===== src/rtl/hpvt_pkg.sv =====
`timescale 1ns / 1ps

package hpvt_pkg;

    localparam int POS_W      = 32;
    localparam int CNT_W      = 8;
    localparam int ACT_W      = 2;

    localparam logic [CNT_W-1:0] CNT_MAX = '1;

    typedef enum logic [ACT_W-1:0] {
        ACT_ADD        = 2'd0,
        ACT_CLEAR_SLOT = 2'd1,
        ACT_CLEAR_ALL  = 2'd2
    } action_t;

    typedef enum logic [2:0] {
        ST_INIT,
        ST_IDLE,
        ST_DIV,
        ST_SCAN,
        ST_WRITE,
        ST_WIPE,
        ST_DONE
    } state_t;

    typedef struct packed {
        logic [POS_W-1:0] position;
        logic [CNT_W-1:0] count;
    } entry_t;

    // command from the sequencer to the best tracker
    typedef struct packed {
        logic             clr;
        logic             upd;
        logic [POS_W-1:0] position;
        logic [CNT_W-1:0] count;
    } best_cmd_t;

    typedef struct packed {
        logic             held;
        logic [POS_W-1:0] position;
        logic [CNT_W-1:0] count;
        logic             tie;
    } best_t;

endpackage


===== src/rtl/hpvt_slot_div.sv =====
`timescale 1ns / 1ps

module hpvt_slot_div #(
    parameter int SLOT_COUNT = 1024
) (
    input  logic                          clk,
    input  logic                          rst_n,
    input  logic                          start,
    input  logic [hpvt_pkg::POS_W-1:0]    position,
    output logic                          done,
    output logic [$clog2(SLOT_COUNT)-1:0] slot
);
    import hpvt_pkg::*;

    localparam int  SLOT_W  = $clog2(SLOT_COUNT);
    localparam bit  IS_POW2 = (SLOT_COUNT & (SLOT_COUNT - 1)) == 0;

    logic              done_reg;
    logic [SLOT_W-1:0] slot_reg;

    assign done = done_reg;
    assign slot = slot_reg;

    generate
        if (IS_POW2)
        begin : g_mask
            always_ff @(posedge clk or negedge rst_n)
            begin
                if (!rst_n)
                begin
                    done_reg <= 1'b0;
                end
                else
                begin
                    done_reg <= start;
                end
            end

            always_ff @(posedge clk)
            begin
                if (start)
                begin
                    slot_reg <= position[SLOT_W-1:0];
                end
            end
        end
        else
        begin : g_recip
            // quotient = (position * RECIP) >> (POS_W + SLOT_W), exact for any 32-bit position
            localparam longint unsigned SCALE = 64'd1 << (POS_W + SLOT_W);
            localparam logic [POS_W:0] RECIP =
                (POS_W+1)'((SCALE + 64'(SLOT_COUNT) - 64'd1) / 64'(SLOT_COUNT));
            localparam logic [SLOT_W-1:0] DIVISOR = SLOT_W'(SLOT_COUNT);

            logic                  busy_reg;
            logic [SLOT_W-1:0]     pos_lo_reg;
            logic [SLOT_W-1:0]     quot_lo_reg;
            logic [2*POS_W:0]      prod;
            logic [SLOT_W-1:0]     back;

            // remainder fits in SLOT_W bits, so only the low bits are carried
            always_comb
            begin
                prod = (2*POS_W+1)'(position) * (2*POS_W+1)'(RECIP);
                back = quot_lo_reg * DIVISOR;
            end

            always_ff @(posedge clk or negedge rst_n)
            begin
                if (!rst_n)
                begin
                    busy_reg <= 1'b0;
                    done_reg <= 1'b0;
                end
                else
                begin
                    busy_reg <= start;
                    done_reg <= busy_reg;
                end
            end

            always_ff @(posedge clk)
            begin
                if (start)
                begin
                    pos_lo_reg  <= position[SLOT_W-1:0];
                    quot_lo_reg <= prod[POS_W+SLOT_W +: SLOT_W];
                end
                if (busy_reg)
                begin
                    slot_reg <= pos_lo_reg - back;
                end
            end
        end
    endgenerate

endmodule


===== config.mk =====
export PLATFORM = sky130hd
export DESIGN_NAME = hpvt_slot_div
export DESIGN_NICKNAME = d
export VERILOG_FILES = /design/src/rtl/hpvt_pkg.sv /design/src/rtl/hpvt_slot_div.sv
export SDC_FILE = /design/constraint.sdc
export NUM_CORES = 1
export LEC_CHECK = 0
export BUFFER_PORTS_ARGS = -buffer_cell sky130_fd_sc_hd__buf_2
export CORE_AREA = 2 2 39 41
export CTS_BUF_LIST = sky130_fd_sc_hd__clkbuf_4 sky130_fd_sc_hd__clkbuf_8 sky130_fd_sc_hd__clkbuf_16
export DETAILED_ROUTE_END_ITERATION = 6
export DIE_AREA = 0 0 41 43
export GPL_TIMING_DRIVEN = 0
export PLACE_DENSITY_LB_ADDON = 0.05
export SYNTH_ARGS = -nofsm -noshare
export SYNTH_HDL_FRONTEND = slang
export SYNTH_SLANG_ARGS = --single-unit

===== constraint.sdc =====
create_clock -name clk -period 1.05 [get_ports clk]
set_input_delay 0.105 -clock clk [delete_from_list [all_inputs] [get_ports clk]]
set_output_delay 0.105 -clock clk [all_outputs]
set_load 0.05 [all_outputs]

== Word-level counts from Yosys, hierarchy flattened ==
Index checks and enable logic that the tools add are counted.

* Flip-flop bits (word level): 11
* Input port bits: 35
* Output and inout bits: 11
* Logic and storage cells: 2

== Depth between registers and ports, before layout ==
* Depth after elaboration: 0
* Gate-level depth with buffers: 0

== Least setup slack after synthesis ==
No wires, ideal clock.

* Kind: flip-flop to output port
* From: register slot_reg[0], in the netlist slot[0]
* To: output port slot[0]
* Arrival: 0.601 ns
* Data required time: 0.945 ns
* Setup slack: 0.344 ns
* Cell stages (with the launch flop): 1
* Cell sequence: edfxtp_1

{| class="wikitable"
|+ RTL lines
! item !! RTL line !! text
|-
| start, declared || hpvt_slot_div.sv:19 || <nowiki>logic [SLOT_W-1:0] slot_reg;</nowiki>
|-
| start signal, assigned || hpvt_slot_div.sv:43 || <nowiki>slot_reg <= position[SLOT_W-1:0];</nowiki>
|-
| end, declared || hpvt_slot_div.sv:11 || <nowiki>output logic [$clog2(SLOT_COUNT)-1:0] slot</nowiki>
|}

No word-level cell between the ends.

== Worst setup path in the final report ==
* From: register slot_reg[3], in the netlist slot[3]
* To: output port slot[3]

No word-level cell between the ends.

==> flow_metrics.env <==
export IMPL_outcome="finished clean"
export IMPL_whs_ns=0.0192
export IMPL_finalHoldViolations=0
export IMPL_syn_area_per_cell_sq_um=29.6
export IMPL_start_kind="flop"
export IMPL_final_max_slew_viol_count=0
export IMPL_fp_dieH_um=43
export IMPL_portBuffers=23
export IMPL_relSlewSlack_pct=83.0
export IMPL_detail_route_antenna_nets=0
export IMPL_power_density_nw_per_um2=1930
export IMPL_vdd_drop_max_mv=0.542
export IMPL_grt_pass1_wl_um=1000
export IMPL_post_cts_setup_buffers=0
export IMPL_fp_dieArea_sq_um=1760
export IMPL_fp_coreArea_sq_um=1380
export IMPL_track_usage_pct=9.53
export IMPL_finalSetupViolations=0
export IMPL_cts_tree="built"
export IMPL_ys_ff_latch=11
export IMPL_path_class="reg -> out"
export IMPL_crit_slowest_cell="edfxtp_1"
export IMPL_yosysMostFrequentCell="edfxtp_1"
export IMPL_die_w_um=41
export IMPL_synth_area_sq_um=325
export IMPL_grt_pass1_vias=229
export IMPL_gp_congestion=0.624
export IMPL_n_fill_cell=136
export IMPL_nets=77
export IMPL_worstPathArrival_ns=0.86
export IMPL_synth_edf_count=10
export IMPL_ys_top_cells_by_count="edfxtp_1 (10), dfrtp_1 (1)"
export IMPL_num_vias=226
export IMPL_worstMarginPinSlew_ns=0.257
export IMPL_synthTopCellsByArea="edfxtp_1 (92%), dfrtp_1 (7.7%)"
export IMPL_required_ns=0.94
export IMPL_crit_path_cell_trace="buf_2"
export IMPL_ys_dominant_reg_cell="edfxtp_1"
export IMPL_drv_cap=0
export IMPL_clk_path_buf_depth=2
export IMPL_multi_input_area_sq_um=0
export IMPL_syn_nets=46
export IMPL_cp_end_kind="output pin"
export IMPL_max_freq_mhz=1040
export IMPL_wl_um=679
export IMPL_p_leak_nw=0.231
export IMPL_drtPass1Iterations=1
export IMPL_start_util_pct=23.5
export IMPL_setup_tns_ns=0
export IMPL_ys_types=2
export IMPL_layout_drive_gt1_share_pct=65.9
export IMPL_period_share_pct=91.6
export IMPL_ioPinCount=46
export IMPL_critPathTopFamily="flip-flops"
export IMPL_root_buffer="clkbuf_4"
export IMPL_async_reset_ff_share_pct=9.09
export IMPL_yosys_area_top_type="edfxtp_1"
export IMPL_synth_top_area_share_pct=92.3
export IMPL_routedWlPerCell_um=11.9
export IMPL_ys_warn_count=0
export IMPL_syn_to_final_growth_pct=60.0
export IMPL_synth_yosys_seq_area_share_pct=100
export IMPL_syn_inst=11
export IMPL_path_buf_inv=1
export IMPL_vias_per_cell=3.96
export IMPL_first_iter_violations=0
export IMPL_largest_reg_flops=10
export IMPL_period_needed_ns=0.962
export IMPL_antenna_found_initial=0
export IMPL_multi_input_cells=0
export IMPL_path_max_fanout=1
export IMPL_cts_sinks=11
export IMPL_rows=14
export IMPL_diodes=0
export IMPL_slowest_delay_ns=0.33
export IMPL_rsz0062_at_grt="false"
export IMPL_cts_htree_levels=1
export IMPL_drc=0
export IMPL_gr_total_overflow=0
export IMPL_cts_made_buffers=3
export IMPL_clk_pin_slew_ns=0.06
export IMPL_grt_max_degree=12
export IMPL_worstHoldPathType="in -> reg"
final timing paths:
| path | start | to | slack, ns | cells after the start |
|---|---|---|---|---|
| worst max-delay path | slot[3] | slot[3] | 0.09 | 1 |
| worst min-delay path | position[5] | slot[5] | 0.02 | 1 |
| max in group asynchronous | rst_n | done | 0.82 | 2 |
| min in group asynchronous | rst_n | done | 0.14 | 2 |
where the power goes:
part / total (mW) / internal [mW] / switching (mW) / leakage [nW]
registers: 0.523 / 0.515 / 0.00813 / 0.110
clock network: 0.298 / 0.172 / 0.125 / 0.0184
logic: 0.186 / 0.0441 / 0.142 / 0.103
placed cells by master, fill, tap and decap left out, drive strengths merged:
master       Yosys  layout
buf              0      23
dlygate4sd3      0       3
dfrtp            1       1
clkbuf           0       4
edfxtp          10      10
routing by layer:
layer / GRT usage, % / vias to the layer above / share of wire [%] / wire length (um)
li1: - / 102 / - / -
met1: 12.4 / 100 / 41 / 276
met2: 11.6 / 24 / 39 / 268
met3: 4.19 / 0 / 20 / 133
met4: 8.00 / 0 / 0 / 0
met5: 0 / - / 0 / 0
what timing repair did:
item	CTS	global route
endpoints found under the hold margin	1	2
hold buffers	1	2
gates resized for setup	0	0
layout make-up:
type	instances	area, sq um	share of cell area (%)
Timing Repair Buffer	26	145	27.9
Tap cell	16	20.0	3.85
Clock buffer	4	30.0	5.77
Sequential cell	11	325	62.5
kinds of logic after synthesis:
logic type	after synthesis	synth area share (%)
DFF	11	100
metrics by stage:
step,instance area [sq um],util [%],setup slack [ns],total power [mW],std cells
global placement,460,33.3,0.369,0.710,50
CTS,500,36.2,0.0613,1.02,55
finish,520,37.6,0.0878,1.01,57
detailed placement,460,33.3,0.354,0.713,50
global route,520,37.6,0.0341,1.07,57
floorplan,325,-,0.344,0.651,11
Power figures use the tool's default switching activity.
