<file path="config.mk">
export PLATFORM = sky130hd
export DESIGN_NAME = hpvt_ram
export DESIGN_NICKNAME = d
export VERILOG_FILES = /design/src/rtl/hpvt_ram.sv
export SDC_FILE = /design/constraint.sdc
export NUM_CORES = 1
export LEC_CHECK = 0
export BUFFER_PORTS_ARGS = -buffer_cell sky130_fd_sc_hd__buf_2
export CAP_MARGIN = 20
export CORE_UTILIZATION = 23
export CTS_BUF_LIST = sky130_fd_sc_hd__clkbuf_8
export DETAILED_ROUTE_END_ITERATION = 10
export MAX_ROUTING_LAYER = met4
export SETUP_SLACK_MARGIN = 0.3
export SYNTH_ARGS = -nofsm -noshare
export SYNTH_HDL_FRONTEND = slang
export SYNTH_SLANG_ARGS = --single-unit
</file>
<file path="constraint.sdc">
create_clock -name clk -period 2.1 [get_ports clk]
set_clock_uncertainty 0.1 [all_clocks]
set_input_delay 0.42 -clock clk [delete_from_list [all_inputs] [get_ports clk]]
set_output_delay 0.42 -clock clk [all_outputs]
set_load 0.02 [all_outputs]
</file>
<file path="src/rtl/hpvt_ram.sv">
`timescale 1ns / 1ps

module hpvt_ram #(
    parameter int WIDTH = 8,
    parameter int DEPTH = 16
) (
    input  logic                     clk,
    input  logic                     we,
    input  logic [$clog2(DEPTH)-1:0] waddr,
    input  logic [WIDTH-1:0]         wdata,
    input  logic [$clog2(DEPTH)-1:0] raddr,
    output logic [WIDTH-1:0]         rdata
);

    logic [WIDTH-1:0] mem [DEPTH];

    always_ff @(posedge clk)
    begin
        if (we)
        begin
            mem[waddr] <= wdata;
        end
        rdata <= mem[raddr];
    end

endmodule

</file>
==> Word level (Yosys, flattened, before mapping) <==
Memory sizes are Yosys's and may differ from the RTL's. A register that Yosys moved wholly into a read port is not among the register bits.
Index checks and enable logic that the tools add are counted.
{ "word_totals": {"output_inout_bits": 8, "memories": 1, "mem_bits_rw": 128, "register_bits": 0} }
{ "op_classes": {"n_mux": 2} }
{ "memory_table": {"columns": ["name", "depth", "width", "rd", "rd_clocked_by_memory_dff", "write_ports", "line_no", "source"], "rows": [
  ["mem", 16, 8, 1, 1, 1, "15", "logic [WIDTH-1:0] mem [DEPTH];"]
]} }
{ "ops": {"columns": ["op", "count"], "rows": [
  ["$mux W1", 2]
]} }

==> Logic depth before layout (Yosys ltp) <==
Gate-level depths: netlist of the first run.
{ "depth": {"word_depth": 2, "mapped_depth": 5, "depth_no_buf": 3} }

==> Worst setup path after synthesis of the first run <==
OpenSTA, ideal clock, no wires.
{ "synth_path": {"path_type": "input to register", "from": "input waddr[2]", "to": "memory mem[0][0] (enable)", "path_slack_ns": 0.087, "cell_stages": 2, "setup_time_ns": 0.383, "path_buffers": 0, "t_arrival_ns": 1.530, "cell_sequence": "or3b_2 nor3_1"} }
{ "synth_rtl": {"columns": ["item", "line_no", "source"], "rows": [
  ["start, declared", "9", "input logic [$clog2(DEPTH)-1:0] waddr,"],
  ["end, declared", "15", null]
]} }
Straight into the memory's write port.

==> Worst setup path in the final report of the first run <==
{ "layout_path": {"from": "register rdata[6], read port of mem", "to": "output rdata[6]"} }
{ "layout_rtl": {"columns": ["item", "line_no", "source"], "rows": [
  ["start, declared", "12", "output logic [WIDTH-1:0] rdata"]
]} }
No word-level cell between the ends.

==> results.tsv, run 1 <==
stage	metric	value	unit
synthesis	synthArstFlopShare	0	
synthesis	synthTopCellsByArea	edfxtp_1 75%, mux4_2 7.9%, mux4_1 7.1%	
grt	grt_pass1_vias	2539	
timing	hold_viol_final	0	
detailed_routing	dr.pass1.iters	4	
clocking	cts_setup_buffers	0	
synthesis	synth_area	5150	um2
power_and_ir_drop	p_total	5.49	mW
detailed_routing	drt-vias-per-instance	4.14	
finish	fin_util	0.281	
clocking	hold_buffers	0	
placement	port_buffers	25	
die	core.rowCount	54	
detailed_routing	route.detailed.drc	0	
die	core_area	21900	um2
power_and_ir_drop	vdd_drop_max	0.356	mV
synthesis	avgSynthCellArea	22.5	um2
setup_path	crit_path_end_kind	primary output	
finish	synthToLayoutAreaGrowth	19.6	%
timing	final-setup-viol-count	0	
setup_path	timing.critical_path.buf_inv	1	
clocking	clk_latency	430	ps
timing	finalCritPeriodShare	0.742	
clocking	numCtsBuffers	17	
synthesis	synth_flop_cell	edfxtp_1	
die	chipHeight	152	um
setup_path	critPathArrivalTime	1040	ps
timing	worst_slack	542	ps
detailed_routing	ant_nets	0	
synthesis	ys_types	19	
die	io_pins	26	
clocking	cts.sinks	136	
setup_path	r2r_setup_slack	550	ps
grt	track_usage	0.0993	
setup_path	timing.rr.end	rdata[2]	
power_and_ir_drop	p_leak	2.05	nW
timing	fmax	642	MHz
die	die_x	152	um
setup_path	path_delay_family	flip-flops	
clocking	clockRootBuffer	clkbuf_8	
clocking	htreeDepth	4	
timing	fin_crit	1560	ps
detailed_routing	num_vias	2406	
placement	gp_congestion	0.756	
finish	fin_nets	305	
grt	grt_antenna_before_repair	0	
placement	post-place-ws	84.8	ps
synthesis	synth_top_cell_area_share	0.747	
synthesis	syn_inst	229	
grt	grt_max_degree	19	
setup_path	crit_slowest_cell	dfxtp_1	
synthesis	synth_area_leader_cell	edfxtp_1	
setup_path	path_max_fanout	1	
setup_path	crit_start	rdata[6]	
detailed_routing	routed_wl	10100	um
timing	holdWs	269	ps
clocking	tritoncts	built	
placement	dp_hpwl	6980	um
setup_path	ff2ff_path_depth	3	
synthesis	yosys-top-cells-count	128 x edfxtp_1, 18 x mux4_2, 16 x a22oi_1	
timing	setup_tns	0	ps
synthesis	yosysSeqAreaShare	0.778	
synthesis	synth-edff-count	128	
finish	layout-drive-gt1-share	0.327	
setup_path	worstPathRequired	1580	ps
setup_path	startpoint_type	flip-flop	
setup_path	cp_num_cells	1	
setup_path	endpoint	rdata[6]	
synthesis	ys_warn_count	0	
synthesis	yosys.cell_count.top_type	edfxtp_1	
detailed_routing	drt_iter0_markers	175	
die	initial_core_util	0.235	
power_and_ir_drop	p_per_area	891	nW/um2
setup_path	cp_cell_sequence	buf_2	
synthesis	ys_ff_latch	136	
setup_path	path_class	flip-flop to primary output	
worst_hold_path	hp-class	primary input to flip-flop	
die	die-area	23000	um2
status	status	complete, no violations	
synthesis	syn_nets	247	
timing	rsz0062_at_grt	false	
clocking	cts_buffer_depth	2	
grt	grt_pass1_wl	15500	um
run	maxCapViolations	0	
timing	worst_slew_pin_slew	468	ps
setup_path	timing.rr.start	mem[2][2]	
grt	grt_overflow	0	
setup_path	cp_slowest_stage_delay	410	ps
detailed_routing	wl_per_cell	17.3	um
timing	slew_violations	0	
timing	slew_headroom	0.688	
clocking	path_clk_slew	70	ps
clocking	cts_resized	0	
worst min-delay path by stage:
stage | slack, ps | startpoint | endpoint | cells past startpoint
floorplan | 420 | wdata[0] | mem[0][0] | 0
global placement | 550 | mem[12][1] | rdata[1] | 3
detailed placement | 560 | mem[15][1] | rdata[1] | 3
CTS | 240 | wdata[7] | mem[0][7] | 1
global route | 250 | wdata[4] | mem[1][4] | 1
finish | 270 | wdata[4] | mem[1][4] | 1
layout by cell type, fill, tap and decap left out, types with 2 or more instances in the layout:
| cell type | synthesis | final |
|---|---|---|
| a22oi_1 | 16 | 16 |
| buf_12 | 0 | 3 |
| buf_2 | 3 | 25 |
| buf_4 | 1 | 21 |
| bufinv_16 | 0 | 3 |
| clkbuf_8 | 0 | 17 |
| clkinv_2 | 0 | 5 |
| clkinv_4 | 0 | 3 |
| dfxtp_1 | 8 | 8 |
| edfxtp_1 | 128 | 128 |
| inv_1 | 0 | 2 |
| mux4_1 | 14 | 14 |
| mux4_2 | 18 | 18 |
| nand2_1 | 9 | 9 |
| nand2b_1 | 2 | 2 |
| nand3b_1 | 2 | 2 |
| nor2_1 | 13 | 13 |
| nor3_1 | 4 | 3 |
sequential cells by signal, indices dropped and copies added (netlist names):
signal	count
mem	128
rdata	8
logic make-up (layout without fill, tap and decap cells):
| family | count (synthesis) | after routing | share of synthesized area |
|---|---|---|---|
| other | 0 | 1 | 0 |
| muxes | 32 | 32 | 0.150 |
| DFF | 136 | 136 | 0.778 |
| AOI/OAI and AO/OA | 16 | 16 | 0.0233 |
| buffers and inverters | 10 | 81 | 0.0168 |
| and+or+nand+nor | 35 | 35 | 0.0318 |
metal layers:
metal / vias to the layer above / GRT usage / part of all wire
met1: 1240 / 0.126 / 0.47
met3: 11 / 0.0398 / 0.062
met2: 63 / 0.147 / 0.46
li1: 1092 / - / -
met4: 0 / 0.0277 / 0.0072
met5: - / - / 0
metrics by stage:
step | instance area (um2) | std cells
after floorplan | 5150 | 229
after CTS | 6150 | 580
after global placement | 5760 | 548
final | 6160 | 581
after global routing | 6150 | 580
after detailed placement | 5760 | 548
power by group:
part | switching [mW] | internal [mW]
clock network | 0.969 | 1.16
registers | 0.0188 | 3.03
logic | 0.182 | 0.131
total | 1.17 | 4.32
cell type report:
class	instances	area (um2)
fill	2172	15700
sequential	136	4000
multi-input combinational	83	1060
tap	280	350
timing repair buffer	49	343
clock buffer	17	234
clock inverter	15	161
antenna	1	2.50
No activity file was read; power rests on OpenSTA's default activity.
==> run 2: changes to the inputs <==
- clock period: 2.1 -> 1.55 ns (I/O delays scaled with it)
==> run 2 against run 1 <==
Against the previous run:
- count of clock-buffer cells in the layout stayed put
- design area is 5.9% higher
- combinational power is 73% higher
- via count is 2.4% higher
- total power is 33% higher
- non-clock buffer count is 12 higher
- critical path depth is 2 higher
- cell count is 1.9% higher
- highest routed layer unchanged
==> results.tsv, run 2 (same netlist as run 1, synthesis figures left out) <==
stage	metric	value	unit	change
clocking	cts.sinks	136		unchanged
die	initial_core_util	0.235		unchanged
clocking	tritoncts	built		unchanged
timing	worst_slew_pin_slew	923	ps	was 468 ps
finish	fin_util	0.298		was 0.281
detailed_routing	wl_per_cell	18.0	um	was 17.3 um
timing	fmax	734	MHz	
grt	grt_antenna_before_repair	0		unchanged
timing	final-setup-viol-count	0		unchanged
timing	fin_crit	1360	ps	
timing	slew_headroom	0.382		was 0.688
grt	grt_pass1_wl	16600	um	was 15500 um
clocking	clk_latency	440	ps	was 430 ps
finish	fin_nets	317		was 305
timing	finalCritPeriodShare	0.879		
timing	rsz0062_at_grt	true		was false
grt	grt_max_degree	17		was 19
status	status	complete, no violations		unchanged
clocking	numCtsBuffers	17		unchanged
setup_path	critPathArrivalTime	1590	ps	was 1040 ps
detailed_routing	num_vias	2464		was 2406
grt	grt_pass1_vias	2730		was 2539
finish	top_register	mem		unchanged
die	die-area	23000	um2	unchanged
die	core_area	21900	um2	unchanged
setup_path	worstPathRequired	1770	ps	was 1580 ps
timing	hold_viol_final	0		unchanged
setup_path	startpoint_type	flip-flop		unchanged
grt	grt_overflow	0		unchanged
finish	num_antenna_cells	0		was 1
detailed_routing	drt_iter0_markers	205		was 175
power_and_ir_drop	p_per_area	1120	nW/um2	was 891 nW/um2
finish	layout-drive-gt1-share	0.481		was 0.327
grt	track_usage	0.108		was 0.0993
power_and_ir_drop	vdd_drop_max	0.399	mV	was 0.356 mV
die	chipHeight	152	um	unchanged
finish	top_regs	mem: 128 flops, rdata: 8 flops		unchanged
timing	slew_violations	0		unchanged
setup_path	crit_path_end_kind	flip-flop		was primary output
clocking	clockRootBuffer	clkbuf_8		unchanged
clocking	cts_buffer_depth	2		unchanged
finish	mostFrequentLayoutCells	128 x edfxtp_1, 32 x mux4_2, 20 x buf_4		was 128 x edfxtp_1, 25 x buf_2, 21 x buf_4
detailed_routing	drt-vias-per-instance	4.16		was 4.14
timing	setup_tns	0	ps	unchanged
worst_hold_path	hp-class	primary input to flip-flop		unchanged
die	io_pins	26		unchanged
detailed_routing	route.detailed.drc	0		unchanged
finish	synthToLayoutAreaGrowth	26.6	%	was 19.6%
detailed_routing	dr.pass1.iters	5		was 4
detailed_routing	routed_wl	10700	um	was 10100 um
finish	final_common_cell	edfxtp_1		unchanged
timing	holdWs	140	ps	was 269 ps
placement	dp_hpwl	7130	um	was 6980 um
power_and_ir_drop	p_leak	2.10	nW	was 2.05 nW
setup_path	path_class	flip-flop to flip-flop		was flip-flop to primary output
run	maxCapViolations	0		unchanged
placement	gp_congestion	0.733		was 0.756
clocking	htreeDepth	4		unchanged
finish	largest_register_ffs	128		unchanged
setup_path	path_max_fanout	1		unchanged
placement	port_buffers	25		unchanged
die	die_x	152	um	unchanged
clocking	path_clk_slew	70	ps	about the same
detailed_routing	ant_nets	0		unchanged
die	core.rowCount	54		unchanged
-- run 2: cell count changes in the layout (fill, tap and decap cells not counted), sizes merged --
cell and change:
buf +12, bufinv -1, clkinv -2, clkinvlp +2, diode -1, inv +1
-- run 2: metrics by stage --
step                instance area (um2)  power, mW  instances  setup slack, ps
finish                             6520       7.32        592              187
CTS                                6490       7.39        592              148
detailed placement                 6060       4.72        560             -311
floorplan                          5230       4.48        229             37.0
global placement                   6060       4.71        560             -316
global route                       6520       7.56        592              136
-- run 2: worst paths after layout --
| path | slack, ps | cells after the start | endpoint | from |
|---|---|---|---|---|
| min reg2reg | 580 | 3 | rdata[3] | mem[6][3] |
| max | 190 | 3 | rdata[0] | mem[11][0] |
| max reg2reg | 190 | 3 | rdata[0] | mem[11][0] |
| min | 140 | 1 | mem[6][2] | wdata[2] |
-- run 2: worst max-delay path, stage by stage, from the launching register on --
cell and delay [ps]:
edfxtp_1 370, mux4_2 480, a22oi_2 190, nand2_1 110
-- run 2: area by class of cell --
type | instances | area [um2]
fill | 2147 | 15400
sequential | 136 | 4020
multi-input combinational | 83 | 1150
timing repair buffer | 61 | 646
tap | 280 | 350
clock buffer | 17 | 234
clock inverter | 15 | 121
-- run 2: what timing repair did --
item                       4_1_cts  5_1_grt
resized for setup               27        8
hold buffers                     0        0
pin swaps                        1        4
setup buffers                    0        0
setup endpoints to repair       16       16
-- run 2: layer usage --
metal	up-vias	track usage	part of all wire
met5	-	-	0
met1	1281	0.130	0.42
met4	0	0.0460	0.017
met2	74	0.169	0.50
met3	8	0.0314	0.057
li1	1101	-	-
-- run 2: where the power goes --
part           switching (mW)  internal, mW  leakage, nW
sequential             0.0333          4.11         1.22
combinational           0.278         0.262        0.681
clock                    1.26          1.37        0.192
total                    1.57          5.75         2.10
