===== config.mk =====
export PLATFORM = sky130hd
export DESIGN_NAME = hpvt_best
export DESIGN_NICKNAME = d
export VERILOG_FILES = /design/src/rtl/hpvt_pkg.sv /design/src/rtl/hpvt_best.sv
export SDC_FILE = /design/constraint.sdc
export NUM_CORES = 1
export LEC_CHECK = 0
export BUFFER_PORTS_ARGS = -buffer_cell sky130_fd_sc_hd__buf_2
export CAP_MARGIN = 30
export CORE_MARGIN = 3
export CORE_UTILIZATION = 40
export DETAILED_ROUTE_END_ITERATION = 12
export GPL_TIMING_DRIVEN = 0
export PLACE_DENSITY = 0.68
export SYNTH_ARGS = -nofsm -noshare
export SYNTH_HDL_FRONTEND = slang
export SYNTH_SLANG_ARGS = --single-unit

===== constraint.sdc =====
create_clock -name clk -period 4.32 [get_ports clk]
set_input_delay 0.864 -clock clk [delete_from_list [all_inputs] [get_ports clk]]
set_output_delay 0.864 -clock clk [all_outputs]
set_load 0.05 [all_outputs]

===== src/rtl/hpvt_pkg.sv =====
`timescale 1ns / 1ps

package hpvt_pkg;

    localparam int POS_W      = 32;
    localparam int CNT_W      = 8;
    localparam int ACT_W      = 2;

    localparam logic [CNT_W-1:0] CNT_MAX = '1;

    typedef enum logic [ACT_W-1:0] {
        ACT_ADD        = 2'd0,
        ACT_CLEAR_SLOT = 2'd1,
        ACT_CLEAR_ALL  = 2'd2
    } action_t;

    typedef enum logic [2:0] {
        ST_INIT,
        ST_IDLE,
        ST_DIV,
        ST_SCAN,
        ST_WRITE,
        ST_WIPE,
        ST_DONE
    } state_t;

    typedef struct packed {
        logic [POS_W-1:0] position;
        logic [CNT_W-1:0] count;
    } entry_t;

    // command from the sequencer to the best tracker
    typedef struct packed {
        logic             clr;
        logic             upd;
        logic [POS_W-1:0] position;
        logic [CNT_W-1:0] count;
    } best_cmd_t;

    typedef struct packed {
        logic             held;
        logic [POS_W-1:0] position;
        logic [CNT_W-1:0] count;
        logic             tie;
    } best_t;

endpackage


===== src/rtl/hpvt_best.sv =====
`timescale 1ns / 1ps

module hpvt_best (
    input  logic                clk,
    input  logic                rst_n,
    input  hpvt_pkg::best_cmd_t cmd,
    output hpvt_pkg::best_t     best
);
    import hpvt_pkg::*;

    best_t best_reg;
    best_t best_next;

    always_comb
    begin
        best_next = best_reg;
        if (cmd.clr)
        begin
            best_next = '0;
        end
        else if (cmd.upd)
        begin
            priority if (!best_reg.held || cmd.count > best_reg.count)
            begin
                best_next.held     = 1'b1;
                best_next.position = cmd.position;
                best_next.count    = cmd.count;
                best_next.tie      = 1'b0;
            end
            else if (cmd.position == best_reg.position)
            begin
                best_next.count = cmd.count;
                best_next.tie   = 1'b0;
            end
            else if (cmd.count == best_reg.count)
            begin
                best_next.tie = 1'b1;
            end
        end
    end

    always_ff @(posedge clk or negedge rst_n)
    begin
        if (!rst_n)
        begin
            best_reg <= '0;
        end
        else
        begin
            best_reg <= best_next;
        end
    end

    assign best = best_reg;

endmodule


# --- Yosys cells after proc, flatten, opt, wreduce, memory -nomap -nowiden ---
# Cells that the tools add are included.
word_totals:
  ff_bits: 42
  inputBits: 44
  wordCells: 23
op_classes:
  magnitude_cmp: 1
  eq_ne: 2
  mux: 7
  reduce_logical: 9
ops:
  columns: ["operator", "n"]
  rows:
  - ["42-bit two-way mux", 2]
  - ["33-bit two-way mux", 1]
  - ["32-bit equality test", 1]
  - ["9-bit two-way mux", 1]
  - ["8-bit equality test", 1]
  - ["8-bit > comparator", 1]
  - ["8-bit two-way mux", 1]
  - ["2-bit AND reduction", 3]
  - ["2-bit nonzero test", 2]
  - ["4-bit nonzero test", 1]
  - ["3-bit nonzero test", 1]
  - ["1-bit two-way mux", 2]
  - ["1-bit logical NOT", 1]
  - ["1-bit logical OR", 1]

# --- Logic depth before layout (Yosys ltp) ---
# Gate-level depths: netlist (run 1).
logic_depth:
  word_depth: 6
  depth_mapped: 9

# --- Least setup slack after synthesis (run 1) ---
# No wires, ideal clock.
synth_path:
  kind: "input to register"
  start: "input cmd[7] (netlist name)"
  end: "register best_reg, in the netlist best[14]"
  setup_time_ns: 0.121
  t_arrival_ns: 2.223
  setup_slack_ns: 1.976
  stages: 7
  n_path_buf: 1
  cell_sequence: "ha_1 and4_1 o2111ai_1 nand4_1 nand2_2 buf_6 a22o_2"
synth_via:
  elab_chain_len: 4
synth_rtl:
  columns: ["item", "line", "rtl"]
  rows:
  - ["start: declaration", "hpvt_best.sv:6", "input hpvt_pkg::best_cmd_t cmd,"]
  - ["8-bit > comparator", "hpvt_best.sv:23", "priority if (!best_reg.held || cmd.count > best_reg.count)"]
  - ["1-bit logical OR", "hpvt_best.sv:23", null]
  - ["2-bit nonzero test (no source line)", null, null]
  - ["2-bit AND reduction (no source line)", null, null]
  - ["end signal: assignment", "hpvt_best.sv:50", "best_reg <= best_next;"]
  - ["end: declaration", "hpvt_best.sv:11", "best_t best_reg;"]
# No other way between the ends.
# A chain may end at the register's enable or synchronous reset.

# --- Worst setup path in the final report (run 1) ---
layout_path:
  start: "input cmd[5] (netlist name)"
  end: "register best_reg, in the netlist best[5]"
layout_via:
  elab_chain_len: 5
layout_rtl:
  columns: ["item", "line", "rtl"]
  rows:
  - ["8-bit > comparator (*)", "hpvt_best.sv:23", null]
  - ["1-bit logical OR (*)", "hpvt_best.sv:23", null]
  - ["9-bit two-way mux", "hpvt_best.sv:23", null]
  - ["42-bit two-way mux", "hpvt_best.sv:21", "else if (cmd.upd)"]
  - ["42-bit two-way mux", "hpvt_best.sv:17", "if (cmd.clr)"]
# Mark *: on every way between the ends. The rest lies on a longest branch, timed or not. The select of a mux whose other input is x is not followed.

==> summary.txt, run 1 <==
Power
  • Clock share of power: between 20 and 30%
  • Cell Int Power: between 600 and 700 µW
  • Worst vdd ir: ~0.18 mV
  • Seq pwr share: a little over two fifths
  • Sw power: 367 µW
  • P_leak: about 1.4 nW
  • Gate power share: 31.2%
  • Switch share: a little over a third
  • Pwr dens: between 300 and 400 nW/µm²

Global routing
  • Tot GR Track Use: approximately 17%
  • Initial antenna violation count: 0
  • Grt total ovfl: 0
  • Largest net degree at the start of global routing: 27
  • Number of global-route vias before repair: 1,782
  • First-pass GRT wire length: between 8000 and 9000 µm

CTS
  • Post-CTS Setup Inserts: 0
  • Clk Latency, worst-skew pair: 290 ps
  • Root Buffer: clkbuf_8
  • Hold buffers post-CTS: 0
  • Post_cts resized: 0
  • Clk slew on worst S/H paths: approximately 70 ps
  • Htree depth: 2
  • CTS Buffer Depth: 2
  • Num CTS Buffers: 5
  • Sink Count: 42
  • CTS tree: built

Finish
  • Nets@finish: around 330
  • Fraction of layout cells with a size suffix above 1: between 40 and 50%
  • Area Growth Syn to Fin: 28.6%
  • Finished Core Util: between 50% and 60%
  • Largest register FFs: 42
  • Layout Cells excl Fill: around 350
  • N_diodes: 0
  • Filler instances: 479

Floorplanning
  • Die height: between 70 and 80 µm
  • Die X: 79.8 µm
  • Initial core utilization: approximately two fifths
  • Core area: between 5000 and 6000 µm²
  • IO Count: 86
  • Row cnt: 26
  • Die Area: 6370 µm²

Setup path
  • Worst r2r src: best[6]
  • CP arrival: about 2500 ps
  • Req. time, crit path: roughly 4500 ps
  • CP Class: input pin to register
  • Critical Path Source Type: input pin
  • Critical path peak fanout: 9
  • R2R depth: 8
  • Worst R2R Setup Slack: about 2300 ps
  • CP endpoint kind: register
  • Reg2reg end: best[40]

Synth
  • Area contributors post-synth: dfrtp_1 (48%), xnor2_1 (12%), a22o_2 (7.8%), a22o_1 (6.0%), ha_1 (4.6%)
  • Post-Synthesis Cells: 183
  • Register bit total from synthesis: between 40 and 50
  • Syn nets: about 240
  • Count leader, synth: dfrtp_1
  • Leading area contributor after synthesis: dfrtp_1
  • Netlist cell types: 30
  • Commonest cells post-synth: dfrtp_1 (42), xnor2_1 (31), a22o_2 (17)
  • Post-synth EDFFs: 0
  • Syn. warnings: 0
  • Post-synth ARST share: between 90% and 100%
  • Syn_area_per_cell: about 12 µm²
  • Mapped cell area: between 2000 and 2500 µm²
  • Share of the synthesized area in the top cell type: between 40% and 50%
  • Seq/Total Area, Yosys: 48.2%
  • Most used DFF post-synth: dfrtp_1

Routing
  • Vias: around 1,700
  • Avg WL per Cell: about 14 µm
  • Vias/cell: about 4.9
  • Antenna-violating nets left: 0
  • Final wirelength: between 4000 and 5000 µm
  • Drt pass-1 iters: 4
  • Number of remaining DRC errors: 0
  • DRT iter0 DRCs: 40

Run
  • Max cap viols: 0

STA
  • Final period utilization: 53.7%
  • Max-slew violations: 0
  • RSZ-0062 raised after global routing: false
  • Clock skew: roughly 9.8 ps
  • Finish-stage setup viols: 0
  • Setup ws final: approximately 2000 ps
  • Final Hold Viols: 0
  • Relative slew margins: between 70% and 80%
  • Worst-margin pin slew: 419 ps
  • Fin crit period: 2320 ps
  • Fmax: 431 MHz
  • Setup TNS: 0 ps

Placed design
  • Port Buffer Count: 85
  • Placed cells: approximately 340
  • Dpl ws: approximately 1700 ps
  • RePlAce Congestion: approximately 0.8
  • Post-DP HPWL: ~3900 µm

Min path
  • Min-Delay Path Class: input pin to asynchronous set/reset pin

Status
  • Outcome: finished, final reports clean
logic make-up (layout without fill, tap and decap cells):
logic type | count (synthesis) | after routing | share of synthesized area, %
and+or+nand+nor | 35 | 35 | 8.43
xor gates and xnor gates | 32 | 32 | 12.9
DFF | 42 | 42 | 48.2
buffers and inverters | 16 | 110 | 4.82
AOI/OAI and AO/OA | 43 | 43 | 17.9
adders and majority gates | 8 | 8 | 4.59
muxes | 7 | 7 | 3.21
metal layers:
| layer | vias to the layer above | wire, µm | track usage, % |
|---|---|---|---|
| met3 | 6 | 390 | 5.30 |
| met5 | - | 0 | 0 |
| met2 | 60 | 2320 | 28.5 |
| met4 | 0 | 44 | 3.55 |
| met1 | 794 | 2240 | 21.9 |
| li1 | 848 | - | - |
per-stage QoR:
stage	hold WS [ps]	cell area (µm²)	total power [mW]
3_5_place_dp	485	2710	0.781
6_report	496	2810	1.03
2_1_floorplan	568	2180	0.682
3_3_place_gp	474	2690	0.775
5_1_grt	510	2810	1.09
4_1_cts	502	2810	1.05
power by group through the flow:
stage               combinational [mW]  clock (mW)  sequential (mW)
floorplan                        0.118           0            0.564
global placement                 0.320           0            0.456
detailed placement               0.326           0            0.456
CTS                              0.326       0.272            0.449
global route                     0.348       0.290            0.454
finish                           0.321       0.261            0.449
cell usage in the layout (no fill, tap or decap), types with 4 or more instances in the layout:
cell type and instances:
buf_2 85, buf_6 6, nor2_1 4, a22o_2 17, ha_1 8, nand2_1 11
xnor2_1 31, clkbuf_8 6, a22o_1 15, mux2i_1 7, nand4_1 9, inv_1 10
dfrtp_1 42
how the worst max path moves through the flow:
stage                      start  endpoint  slack, ps
after CTS                 cmd[5]   best[5]       1980
after floorplan           cmd[7]  best[14]       1980
after global placement    cmd[7]  best[23]       1710
after global routing      cmd[5]   best[2]       1800
final                     cmd[5]   best[5]       2000
after detailed placement  cmd[5]   best[5]       1670
area by class of cell:
class                   instances  area (µm²)  area share (%)
plain buffers                   6        67.6            2.41
clock buffers                   7        86.3            3.08
clock inverters                 1        5.00           0.178
inverters                      10        37.5            1.34
multi-input cells             125        1020            36.5
flip-flops and latches         42        1050            37.5
well taps                      70        87.6            3.12
repair buffers                 86         445            15.9
worst max-delay path: stages:
cell and delay (ps):
buf_2 110, ha_1 330, a21oi_1 140, a2bb2oi_1 250, nand4_1 220, a21oi_4 390
mux2i_1 220
Note: power is estimated with default switching activity, not from simulation.
==> inputs of run 2 (changes only) <==
==> constraint.sdc (replaced) <==
create_clock -name clk -period 2.2 [get_ports clk]
set_input_delay 0.44 -clock clk [delete_from_list [all_inputs] [get_ports clk]]
set_output_delay 0.44 -clock clk [all_outputs]
set_load 0.05 [all_outputs]
==> summary.txt, run 2 (synthesized netlist as in run 1, its figures left out) <==
Finish
  • Multi-input logic area: around 1000 µm²
  • Fraction of layout cells with a size suffix above 1: between 40% and 50%
  • Layout Cells excl Fill: roughly 350
  • Finished layout cell area: ~2800 µm²
  • N_diodes: 0
  • Register Area: 1050 µm²
  • Area Growth Syn to Fin: 30.5%
  • Commonest non-fill, non-tap cell in the layout: buf_2
  • Nets@finish: around 330
  • Filler instances: 498
  • Commonest non-fill, non-tap cells in the layout: buf_2 (85), dfrtp_1 (41), xnor2_1 (31)
  • Largest register FFs: between 40 and 50

CTS
  • Htree depth: 2
  • Post_cts resized: 0
  • Clk Latency, worst-skew pair: around 300 ps
  • Root Buffer: clkbuf_8
  • CTS tree: built
  • Sink Count: 42
  • Num CTS Buffers: 5
  • Clk slew on worst S/H paths: 80 ps
  • CTS Buffer Depth: 2

Floorplanning
  • IO Count: 86
  • Row cnt: 26
  • Core area: between 5000 and 6000 µm²
  • Die X: between 70 and 80 µm
  • Die Area: ~6400 µm²
  • Die height: about 80 µm
  • Initial core utilization: approximately two fifths

Routing
  • Final wirelength: 5120 µm
  • DRT iter0 DRCs: slightly below 60
  • Number of remaining DRC errors: 0
  • Antenna-violating nets left: 0
  • Avg WL per Cell: between 10 and 15 µm
  • Vias: between 1,500 and 2,000
  • Drt pass-1 iters: 4
  • Vias/cell: just over 5

STA
  • Finish-stage setup viols: 0
  • Setup ws final: approximately 160 ps
  • Clock skew: roughly 4.2 ps
  • Fin crit period: around 2000 ps
  • Worst-margin pin slew: about 470 ps
  • Final Hold Viols: 0
  • Max-slew violations: 0
  • Final period utilization: slightly above 90%
  • RSZ-0062 raised after global routing: false
  • Fmax: 490 MHz
  • Relative slew margins: ~69%

Global routing
  • Grt total ovfl: 0
  • Tot GR Track Use: roughly 17%
  • Number of global-route vias before repair: 1,832
  • First-pass GRT wire length: roughly 8400 µm
  • Initial antenna violation count: 0
  • Largest net degree at the start of global routing: 25

Placed design
  • Placed cells: about 340
  • Dpl ws: -60.0 ps
  • RePlAce Congestion: roughly 0.8
  • Post-DP HPWL: 3990 µm
  • Placed inst area: roughly 2700 µm²
  • Port Buffer Count: 85

Setup path
  • R2R depth: 8
  • CP arrival: about 2200 ps
  • Critical path peak fanout: 10
  • CP endpoint kind: register
  • Reg2reg end: best[22]
  • Critical Path Source Type: register
  • Worst R2R Setup Slack: around 160 ps
  • Worst r2r src: best[8]
  • Worst setup startpoint: best[8]
  • Req. time, crit path: 2390 ps
  • CP Class: register to register
  • CP endpoint: best[22]

Min path
  • Min-Delay Path Class: input pin to asynchronous set/reset pin

Power
  • Worst vdd ir: between 0.3 and 0.4 mV
  • Pwr dens: between 700 and 800 nW/µm²
  • P_leak: between 1 and 1.5 nW

Run
  • Max cap viols: 0

Status
  • Outcome: finished, final reports clean
## run 2: power by group
group / total, mW / internal [mW] / switching (mW)
registers: 0.881 / 0.832 / 0.0496
logic: 0.640 / 0.225 / 0.414
clock network: 0.615 / 0.339 / 0.276
total: 2.14 / 1.40 / 0.740
## run 2: what timing repair did
item / 4_1_cts / 5_1_grt
hold buffers: 0 / 0
buffers inserted: 0 / 1
endpoints found under the setup margin: 0 / 5
## run 2: worst max-delay path: stages, from the launching register on
cell       delay (ps)
dfrtp_2           360
inv_1              50
ha_1              310
and4_1            240
o2111ai_1         160
nand4_1           210
nand2_2           160
buf_6             180
a22o_2            260
## run 2: stage by stage
| stage | total power [mW] | util [%] | hold slack, ps | TNS [ps] |
|---|---|---|---|---|
| finish | 2.14 | 54.7 | 84.7 | 0 |
| global route | 2.25 | 54.7 | 99.7 | 0 |
| CTS | 2.16 | 54.3 | 92.9 | 0 |
| detailed placement | 1.54 | 52.2 | 425 | -488 |
| global placement | 1.52 | 51.8 | 473 | 0 |
| floorplan | 1.34 | - | 144 | 0 |
## run 2: cell type report
| type | instances | share of cell area [%] |
|---|---|---|
| tap | 70 | 3.08 |
| timing repair buffer | 87 | 16.4 |
| clock buffer | 6 | 2.55 |
| inverter | 10 | 1.32 |
| buffer | 6 | 2.37 |
| clock inverter | 2 | 1.32 |
| sequential | 42 | 37.0 |
| multi-input combinational | 125 | 36.0 |
## run 2: worst min path at each step
stage	from	slack, ps	end
floorplan	rst_n	140	best[0]
global placement	best[0]	470	best[0]
detailed placement	rst_n	420	best[9]
CTS	rst_n	90	best[1]
global route	rst_n	100	best[1]
finish	rst_n	80	best[1]
## run 2: routing by layer
metal	GRT usage [%]	share of wire (%)	vias to the layer above
met5	0	0	-
met4	4.05	0.82	0
met3	6.55	9.1	5
met2	28.5	46	62
met1	21.1	44	846
li1	-	-	853
==> inputs of run 3 (changes only) <==
--- a/config.mk
+++ b/config.mk
@@ -8,10 +8,10 @@
 export BUFFER_PORTS_ARGS = -buffer_cell sky130_fd_sc_hd__buf_2
 export CAP_MARGIN = 30
 export CORE_MARGIN = 3
-export CORE_UTILIZATION = 40
+export CORE_UTILIZATION = 47
 export DETAILED_ROUTE_END_ITERATION = 12
 export GPL_TIMING_DRIVEN = 0
-export PLACE_DENSITY = 0.68
+export PLACE_DENSITY = 0.84
 export SYNTH_ARGS = -nofsm -noshare
 export SYNTH_HDL_FRONTEND = slang
 export SYNTH_SLANG_ARGS = --single-unit
==> summary.txt, run 3 (synthesized netlist as in run 1, its figures left out) <==
Status
  • Outcome: finished, final reports clean

CTS
  • Sink Count: 42
  • Root Buffer: clkbuf_8
  • Post_cts resized: 0
  • CTS Buffer Depth: 2
  • Htree depth: 2
  • Clk Latency, worst-skew pair: between 200 and 300 ps
  • Num CTS Buffers: 5
  • Hold buffers post-CTS: 0
  • Clk slew on worst S/H paths: ~80 ps
  • Post-CTS Setup Inserts: 0
  • CTS tree: built

Placed design
  • Placed cells: 320
  • Port Buffer Count: 85
  • Dpl ws: 4.29 ps
  • Post-DP HPWL: slightly below 4000 µm
  • RePlAce Congestion: between 0.7 and 0.8

Setup path
  • Req. time, crit path: between 2000 and 2500 ps
  • Critical Path Slowest Stage Cell: dfrtp_2
  • Critical Path Source Type: register
  • Critical path peak fanout: 10
  • Worst path bufs/invs: 2
  • CP endpoint kind: register
  • Crit path largest cell delay: roughly 350 ps
  • CP Class: register to register
  • Crit-path cells: inv_1 > ha_1 > and4_1 > o2111ai_1 > nand4_1 > nand2_2 > buf_6 > a22o_2
  • CP arrival: approximately 2200 ps
  • CP delay by family, top: simple AND/OR/NAND/NOR gates

Power
  • P_leak: 1.41 nW
  • Total power: 2.03 mW
  • Pwr dens: 734 nW/µm²
  • Worst vdd ir: 0.397 mV

Global routing
  • Grt total ovfl: 0
  • Tot GR Track Use: 19.4%
  • Initial antenna violation count: 0
  • Largest net degree at the start of global routing: 43
  • Number of global-route vias before repair: 1,850
  • First-pass GRT wire length: between 8000 and 9000 µm

Min path
  • Min-Delay Path Class: input pin to asynchronous set/reset pin

Finish
  • Commonest non-fill, non-tap cells in the layout: buf_2 (85), dfrtp_1 (41), xnor2_1 (31)
  • Finished Core Util: 62.7%
  • Largest register FFs: 42
  • Layout Cells excl Fill: ~330
  • Area Growth Syn to Fin: 26.9%
  • Commonest non-fill, non-tap cell in the layout: buf_2
  • Fraction of layout cells with a size suffix above 1: roughly 44%
  • Nets@finish: 327
  • Filler instances: 370
  • N_diodes: 0

STA
  • Final Hold Viols: 0
  • Setup ws final: 173 ps
  • Finish-stage setup viols: 0
  • RSZ-0062 raised after global routing: false
  • Fmax: roughly 490 MHz
  • Final period utilization: around 92%
  • Worst-margin pin slew: approximately 910 ps
  • Clock skew: 5.14 ps
  • Max-slew violations: 0
  • Setup TNS: 0 ps
  • Relative slew margins: between 30% and 40%
  • Fin crit period: 2030 ps

Routing
  • DRT iter0 DRCs: 80
  • Avg WL per Cell: about 15 µm
  • Vias: about 1,800
  • Number of remaining DRC errors: 0
  • Final wirelength: between 5000 and 6000 µm
  • Vias/cell: approximately 5.3
  • Drt pass-1 iters: 4
  • Antenna-violating nets left: 0

Floorplanning
  • Row cnt: 24
  • IO Count: 86
  • Core area: roughly 4400 µm²
  • Initial core utilization: roughly half
  • Die X: roughly 74 µm
  • Die height: 74.1 µm
  • Die Area: approximately 5500 µm²

Run
  • Max cap viols: 0
-- run 3: changes by cell type in the layout (fill, tap and decap cells not counted), sizes merged --
| cell | change |
|---|---|
| buf | -2 |
| bufinv | -1 |
| clkinv | +1 |
-- run 3: layer usage --
metal	track usage, %	vias up	wire, µm
met5	0	-	0
met4	6.04	0	65
met3	5.14	7	407
met2	34.7	64	2510
met1	22.8	834	2080
li1	-	849	-
-- run 3: area by class of cell --
| cell class | instances | area, µm² | area share, % |
|---|---|---|---|
| clock buffer | 6 | 82.6 | 2.98 |
| buffer | 6 | 67.6 | 2.44 |
| tap | 52 | 65.1 | 2.35 |
| multi-input combinational | 125 | 1020 | 37.0 |
| clock inverter | 2 | 12.5 | 0.452 |
| timing repair buffer | 85 | 425 | 15.4 |
| sequential | 42 | 1050 | 38.0 |
| inverter | 10 | 37.5 | 1.36 |
-- run 3: final timing paths --
path / startpoint / endpoint / slack (ps) / cells past startpoint
setup reg to reg: best[8] / best[14] / 170 / 8
max in group asynchronous: rst_n / best[8] / 1320 / 1
hold / removal: rst_n / best[5] / 270 / 1
hold reg to reg: best[0] / best[0] / 490 / 1
setup / recovery: best[8] / best[14] / 170 / 8
min in group clk: cmd[28] / best[29] / 380 / 2
-- run 3: worst register-to-register path: cells and delay by family (launching register included) --
family                   cells  cell delay (ps)
AO/OA/AOI/OAI                2              400
adder cells (fa/ha/maj)      1              320
buffers and inverters        2              240
flip-flops                   1              350
AND/OR/NAND/NOR              3              600
-- run 3: stage by stage --
stage	hold slack, ps	instance area [µm²]
after global routing	337	2770
after CTS	302	2770
after floorplan	144	2180
final	270	2770
after global placement	474	2670
after detailed placement	474	2670
-- run 3: report_power, final --
part / switching [mW] / internal (mW) / leakage (nW)
Sequential: 0.0528 / 0.832 / 0.556
Combinational: 0.411 / 0.216 / 0.805
Clock: 0.266 / 0.252 / 0.0472
